<file path="config.mk">
export PLATFORM = sky130hd
export DESIGN_NAME = bgbu_ctrl
export DESIGN_NICKNAME = d
export VERILOG_FILES = /design/src/hw/rtl/bgbu_pkg.sv /design/src/hw/rtl/bgbu_ctrl.sv
export SDC_FILE = /design/constraint.sdc
export NUM_CORES = 1
export LEC_CHECK = 0
export BUFFER_PORTS_ARGS = -buffer_cell sky130_fd_sc_hd__buf_2
export CAP_MARGIN = 15
export CORE_MARGIN = 8
export CORE_UTILIZATION = 37
export CTS_CLUSTER_DIAMETER = 100
export DETAILED_ROUTE_END_ITERATION = 8
export PLACE_DENSITY = 0.76
export SYNTH_ARGS = -nofsm -noshare
export SYNTH_HDL_FRONTEND = slang
export SYNTH_SLANG_ARGS = --single-unit
</file>
<file path="constraint.sdc">
create_clock -name aclk -period 1.8 [get_ports aclk]
set_input_delay 0.27 -clock aclk [delete_from_list [all_inputs] [get_ports aclk]]
set_output_delay 0.27 -clock aclk [all_outputs]
set_load 0.05 [all_outputs]
</file>
<file path="src/hw/rtl/bgbu_pkg.sv">
// Shared types and constants for the bloom grid blur and upsample block.
package bgbu_pkg;

    // Grid size defaults
    localparam int DEF_GRID_ROWS = 20;
    localparam int DEF_GRID_COLS = 15;

    // Item and result field widths
    localparam int CMD_W    = 2;
    localparam int ROW_W    = 5;
    localparam int COL_W    = 4;
    localparam int COLOR_W  = 15;
    localparam int CFG_W    = 8;
    localparam int CFG_IDX_W = 2;
    localparam int VAL_W    = 8;
    localparam int KSTEP_W  = 2;
    localparam int CSTEP_W  = 3;
    localparam int STEP_W   = KSTEP_W + CSTEP_W;
    localparam int IN_DATA_W  = ROW_W + COL_W + COLOR_W;  // 24, whole bytes
    localparam int OUT_DATA_W = 16;                      // 13 bits used

    // Item commands
    localparam logic [CMD_W-1:0] CMD_LOAD   = 2'd0;
    localparam logic [CMD_W-1:0] CMD_BLUR   = 2'd1;
    localparam logic [CMD_W-1:0] CMD_RENDER = 2'd2;

    // Register indexes
    localparam logic [CFG_IDX_W-1:0] CFG_BIAS      = 2'd0;
    localparam logic [CFG_IDX_W-1:0] CFG_THRESHOLD = 2'd1;
    localparam logic [CFG_IDX_W-1:0] CFG_SOFT_MODE = 2'd2;

    localparam logic [VAL_W-1:0] LIT_VALUE = 8'd128;

    // Controller to datapath
    typedef struct packed {
        logic       capture;      // latch the accepted item
        logic       clr_step;     // zero one memory word, advance pointer
        logic       wr_load;      // write thresholded cell
        logic       blur_init;    // start raster walk at first interior cell
        logic       blur_rd;      // issue one read of the cell or a neighbor
        logic       blur_acc;     // add returned word to the running sum
        logic       blur_acc_first;
        logic       blur_wr;      // write blurred cell, advance
        logic       rend_cap;     // latch returned corner
        logic       step_init;
        logic       step_issue;   // push one result into the interpolator
        logic [1:0] sel;          // which cell, neighbor or corner to read
        logic [1:0] cap_sel;      // which corner is returning
    } bgbu_cmd_t;

    // Datapath to controller
    typedef struct packed {
        logic [CMD_W-1:0] item_cmd;
        logic             load_ok;
        logic             render_ok;
        logic             soft_mode;
        logic             clr_last;
        logic             blur_last;
        logic             step_ready;
        logic             step_last;
    } bgbu_status_t;

endpackage

</file>
<file path="src/hw/rtl/bgbu_ctrl.sv">
// Sequencer for clear, load, blur and render items.
module bgbu_ctrl (
    input  logic                  aclk,
    input  logic                  aresetn,
    input  logic                  s_tvalid,
    output logic                  s_tready,
    input  bgbu_pkg::bgbu_status_t status,
    output bgbu_pkg::bgbu_cmd_t    cmd
);

    localparam logic [2:0] ST_CLEAR  = 3'd0;
    localparam logic [2:0] ST_IDLE   = 3'd1;
    localparam logic [2:0] ST_DECODE = 3'd2;
    localparam logic [2:0] ST_BLUR   = 3'd3;
    localparam logic [2:0] ST_CORNER = 3'd4;
    localparam logic [2:0] ST_STEP   = 3'd5;

    localparam logic [2:0] PH_LAST = 3'd4;

    logic [2:0] state_reg, state_next;
    logic [2:0] phase_reg, phase_next;
    logic [2:0] phase_m1;

    assign s_tready = (state_reg == ST_IDLE);
    assign phase_m1 = phase_reg - 3'd1;

    always_comb begin
        cmd        = '0;
        state_next = state_reg;
        phase_next = phase_reg;
        cmd.sel     = phase_reg[1:0];
        cmd.cap_sel = phase_m1[1:0];
        unique case (state_reg)
            ST_CLEAR: begin
                cmd.clr_step = 1'b1;
                if (status.clr_last) begin
                    state_next = ST_IDLE;
                end
            end
            ST_IDLE: begin
                cmd.capture = s_tvalid;
                if (s_tvalid) begin
                    state_next = ST_DECODE;
                end
            end
            ST_DECODE: begin
                phase_next = '0;
                state_next = ST_IDLE;
                unique case (status.item_cmd)
                    bgbu_pkg::CMD_LOAD: begin
                        cmd.wr_load = status.load_ok;
                    end
                    bgbu_pkg::CMD_BLUR: begin
                        if (status.soft_mode) begin
                            cmd.blur_init = 1'b1;
                            state_next    = ST_BLUR;
                        end
                    end
                    bgbu_pkg::CMD_RENDER: begin
                        if (status.render_ok) begin
                            cmd.step_init = 1'b1;
                            state_next    = ST_CORNER;
                        end
                    end
                    default: begin
                        state_next = ST_IDLE;
                    end
                endcase
            end
            ST_BLUR: begin
                // reads go out in phases 0..3, data returns in phases 1..4
                cmd.blur_rd        = (phase_reg != PH_LAST);
                cmd.blur_acc       = (phase_reg != 3'd0);
                cmd.blur_acc_first = (phase_reg == 3'd1);
                cmd.blur_wr        = (phase_reg == PH_LAST);
                if (phase_reg == PH_LAST) begin
                    phase_next = '0;
                    if (status.blur_last) begin
                        state_next = ST_IDLE;
                    end
                end else begin
                    phase_next = phase_reg + 3'd1;
                end
            end
            ST_CORNER: begin
                cmd.rend_cap = (phase_reg != 3'd0);
                if (phase_reg == PH_LAST) begin
                    phase_next = '0;
                    state_next = ST_STEP;
                end else begin
                    phase_next = phase_reg + 3'd1;
                end
            end
            ST_STEP: begin
                cmd.step_issue = status.step_ready;
                if (status.step_ready && status.step_last) begin
                    state_next = ST_IDLE;
                end
            end
            default: begin
                state_next = ST_IDLE;
            end
        endcase
    end

    always_ff @(posedge aclk) begin
        if (!aresetn) begin
            state_reg <= ST_CLEAR;
            phase_reg <= '0;
        end else begin
            state_reg <= state_next;
            phase_reg <= phase_next;
        end
    end

endmodule

</file>
# --- Word level (Yosys, flattened, before mapping) ---
# Cells that the tools add are included.
op_classes:
  muxes: 24
  reduce_logical: 7
  addsub: 2
  eq_ne: 16
op_table:
  columns: ["op", "count"]
  rows:
  - ["2-to-1 mux 3 bit", 8]
  - ["case mux 3 bit (6 select lines)", 1]
  - ["!= test 2 bit, second input constant", 6]
  - ["case mux 3 bit (2 select lines)", 2]
  - ["2-to-1 mux 1 bit", 10]
  - ["equality test 3 bit, second input constant", 3]
  - ["equality test 3 x 1 -> 1 bit, second input constant", 2]
  - ["equality test 3 x 2 -> 1 bit, second input constant", 2]
  - ["AND reduction 6 bit", 1]
  - ["2-to-1 mux 2 bit", 2]
  - ["2-to-1 mux 4 bit", 1]
  - ["adder 3 x 1 -> 3 bit, second input constant", 1]
  - ["zero test 3 bit", 1]
  - ["!= test 3 bit, second input constant", 1]
  - ["nonzero test 3 bit", 1]
  - ["equality test 2 x 1 -> 1 bit, second input constant", 1]
  - ["equality test 2 bit, second input constant", 1]
  - ["zero test 2 bit", 1]
  - ["nonzero test 2 bit", 1]
  - ["OR reduction 2 bit", 1]
  - ["subtractor 2 x 1 -> 2 bit, second input constant", 1]
  - ["logical AND 1 bit", 1]
word_totals:
  input_bits: 12
  word_cells: 51
  out_inout_bits: 16
  reg_bits: 6

# --- Depth between registers and ports, before layout ---
logic_depth:
  word_depth: 3
  depth_mapped: 6
  ltp_nobuf: 6

# --- Least setup slack after synthesis ---
# No wires, ideal clock.
synth_timing:
  kind: "register to output"
  startpoint: "reg state_reg[2]"
  endpoint: "out cmd[14] (netlist name)"
  arrival_time_ns: 1.861
  n_path_buf: 2
  path_slack_ns: -0.331
  required_time_ns: 1.530
  path_stages_with_launch: 5
  cell_sequence: "dfxtp_1 buf_2 buf_2 nor2_1 and2_1"
synth_lines:
  columns: ["item", "line_no", "source"]
  rows:
  - ["from (decl)", "bgbu_ctrl.sv:20", "logic [2:0] state_reg, state_next;"]
  - ["from (signal assigned)", "bgbu_ctrl.sv:111", "state_reg <= state_next;"]
  - ["to (decl)", "bgbu_ctrl.sv:8", "output bgbu_pkg::bgbu_cmd_t cmd"]

==> results by group <==
Final layout
  • P&R area growth vs syn: 37.3%
  • Area occupied by multi-input gates: 489 µm²
  • Antenna fix cells: 0
  • Filler cells: 163
  • FF/Latch Area: 125 µm²
  • Fin cells: 131
  • Final #Nets: 134
  • Finished Cell Area: 856 µm²
  • Commonest non-fill, non-tap cell in the layout: buf_2
  • Most frequent cells in the layout: 23 x buf_2, 8 x nor2_1, 7 x nand2_1
  • Layout cells sized above 1: 43.9%

Worst setup path
  • Crit-path slowest cell: dfxtp_1
  • Crit start category: register
  • R2r worst-path depth: 4
  • CP required: 1.53 ns
  • Worst r2r src: state_reg[2]$_SDFFE_PN0P_
  • Worst Path Arrival: 1.44 ns
  • Worst path bufs/invs: 1
  • CP Cell Sequence: or2b_1, nor3_2, buf_2
  • Top delay family on crit path: simple AND/OR/NAND/NOR gates
  • Worst Setup End Kind: primary output
  • Critical path class: register to primary output
  • Worst reg-to-reg setup slack: 0.42 ns
  • CP max FO: 10
  • Max stage delay on crit path: 0.40 ns
  • Worst setup path start: state_reg[2]$_SDFFE_PN0P_
  • Worst R2R End: phase_reg[1]$_SDFFE_PN0P_

Clock network
  • Clock sinks: 6
  • TritonCTS Buffers: 3
  • Clock slew at reported path FFs: 0.04 ns
  • Postcts setup bufs: 0
  • Hold Buf Count CTS: 0
  • CTS root buf: clkbuf_4
  • CTS tree: yes
  • H-tree lvl count: 1
  • Worst-Skew Late Latency: 0.24 ns
  • Longest Clk Path Bufs: 2

Synthesis
  • Largest family of logic cells by synthesized area: simple AND/OR/NAND/NOR gates
  • Seq/Total Area, Yosys: 19.3%
  • Post-synthesis xor/xnor area fraction: 0%
  • Synthesized area: 623 µm²
  • Mux cell area share after synthesis: 0%
  • Synth Area per Inst: 7.08 µm²
  • Post-Syn Instances: 88
  • Compound-Gate Fraction of Synth Area: 25.9%
  • Adder-Cell Fraction of Synth Area: 12.0%
  • Synth Area in Simple Gates: 31.7%
  • Yosys reg bits: 6
  • Total number of yosys warnings: 0
  • Synth Net Count: 106
  • Yosys cell types: 30

Power
  • Combinational power share: 42.3%
  • Net Sw Frac: 40.7%
  • Power Density: 557 mW/mm²
  • Peak VDD IR: 0.408 mV
  • Net Sw Power: 0.194 mW
  • P_int: 0.283 mW
  • Clk pwr share: 24.8%
  • Share of power burned in registers: 32.8%
  • Leakage: 0.369 nW

Routing
  • Drt drc: 0
  • Vias per inst: 5.18
  • Post-Route WL: 1.67 mm
  • Antenna viol nets, final: 0
  • Drt pass-1 iters: 4
  • DRT iter0 DRCs: 19
  • Routed len/inst: 12.7 µm
  • DR vias: 678

Worst hold path
  • HP Start: aresetn
  • Hold Path Sink: state_reg[1]$_SDFFE_PN0P_
  • Hold depth: 2
  • Hold WC Path Type: input port to register

Die
  • Core footprint: 0.00165 mm²
  • Row count: 15
  • Die area: 0.00325 mm²
  • Starting Density: 37.7%
  • Die X: 57.0 µm
  • Chip height: 57.0 µm
  • # IOs: 28

STA
  • RSZ-0062 raised after global routing: false
  • Setup tns final: 0 ns
  • Setup ws final: 0.0869 ns
  • Relative slew slack: 77.6%
  • Final worst path period need: 1.71 ns
  • Final hold violation count: 0
  • # setup viols final: 0
  • Final slew viol count: 0
  • Hold Slack: 0.290 ns
  • Worst slew pin tran: 0.336 ns
  • Tcrit/Tclk final: 95.2%
  • Final setup skew: 0.00125 ns
  • Fmax: 0.584 GHz

GRT
  • Tot GR Track Use: 9.85%
  • Grt total ovfl: 0
  • Antenna violations before repair: 0
  • Global-route wire length before repair: 2.73 mm
  • Largest net degree at the start of global routing: 14
  • Vias in the first global route: 619

Run
  • Max Cap Viol: 0

Placed design
  • Place WS: 0.258 ns
  • Placed instance area: 817 µm²
  • Placer Congestion: 0.813
  • Cell count after placement: 128
  • Port bufs: 27
  • DP HPWL: 1.36 mm

Outcome
  • Run status: finished, final reports clean
[cell type report]
cell class / count / share of cell area [%]
Multi-Input combinational cell: 69 / 57.2
Clock buffer: 3 / 2.63
Tap cell: 17 / 2.49
Sequential cell: 6 / 14.6
Timing Repair Buffer: 30 / 19.6
Inverter: 6 / 3.51
[cell families (layout without fill, tap and decap cells)]
| logic type | Yosys count | in the layout |
|---|---|---|
| AND/OR/NAND/NOR | 41 | 41 |
| buffers and inverters | 13 | 39 |
| AO/OA/AOI/OAI | 22 | 22 |
| adder cells (fa/ha/maj) | 6 | 6 |
| flip-flops | 6 | 6 |
[power by group through the flow]
stage | registers [mW] | clock network [mW] | logic (mW)
floorplan | 0.152 | 0 | 0.156
global placement | 0.158 | 0 | 0.198
detailed placement | 0.158 | 0 | 0.199
CTS | 0.156 | 0.125 | 0.200
global route | 0.159 | 0.136 | 0.217
finish | 0.157 | 0.118 | 0.202
[cells in the mapped netlist]
cell | n | share of area, %
o21a_1 | 3 | 3.6
o31a_1 | 1 | 1.4
a21o_1 | 1 | 1.2
or3_1 | 1 | 1.0
dfxtp_1 | 6 | 19
nand2b_1 | 2 | 2.0
a22oi_1 | 1 | 1.2
ha_1 | 6 | 12
o221ai_1 | 1 | 1.4
nor3_1 | 6 | 4.8
and2_1 | 1 | 1.0
o41ai_1 | 1 | 1.4
nor2b_1 | 5 | 5.0
nand3_1 | 3 | 2.4
o21ai_0 | 1 | 0.80
a31oi_1 | 3 | 3.0
a22o_1 | 2 | 2.8
buf_2 | 4 | 3.2
or2b_1 | 1 | 1.2
nor2_1 | 12 | 7.2
buf_4 | 2 | 2.4
nand2_2 | 1 | 1.0
a221oi_1 | 1 | 1.4
o31ai_1 | 1 | 1.2
nor3b_1 | 1 | 1.2
buf_6 | 1 | 1.8
inv_1 | 6 | 3.6
nand2_1 | 8 | 4.8
a221oi_2 | 1 | 2.4
a21oi_1 | 5 | 4.0
[metal layers]
layer / up-vias / global-route usage, % / part of all wire [%]
met2: 13 / 16.0 / 51
met1: 306 / 11.6 / 44
met5: - / 0 / 0
met3: 2 / 3.10 / 4.7
met4: 0 / 4.03 / 0.48
li1: 357 / - / -
[what timing repair did]
action,in CTS,in global routing
hold endpoints to repair,0,0
setup endpoints to repair,2,6
gates resized for setup,2,5
gates cloned,0,0
[metrics by stage]
step                power, mW  utilization [%]
global route            0.512             51.8
floorplan               0.309                -
CTS                     0.482             51.1
global placement        0.356             49.5
detailed placement      0.358             49.5
finish                  0.477             51.8
[how the worst max path moves through the flow]
stage	end	slack, ns	cells after the start
floorplan	cmd[10]	-0.22	3
global placement	cmd[6]	0.27	5
detailed placement	cmd[6]	0.26	5
CTS	cmd[9]	0.02	5
global route	cmd[6]	0.006	5
finish	cmd[11]	0.09	3
Note: power is estimated with default switching activity, not from simulation.
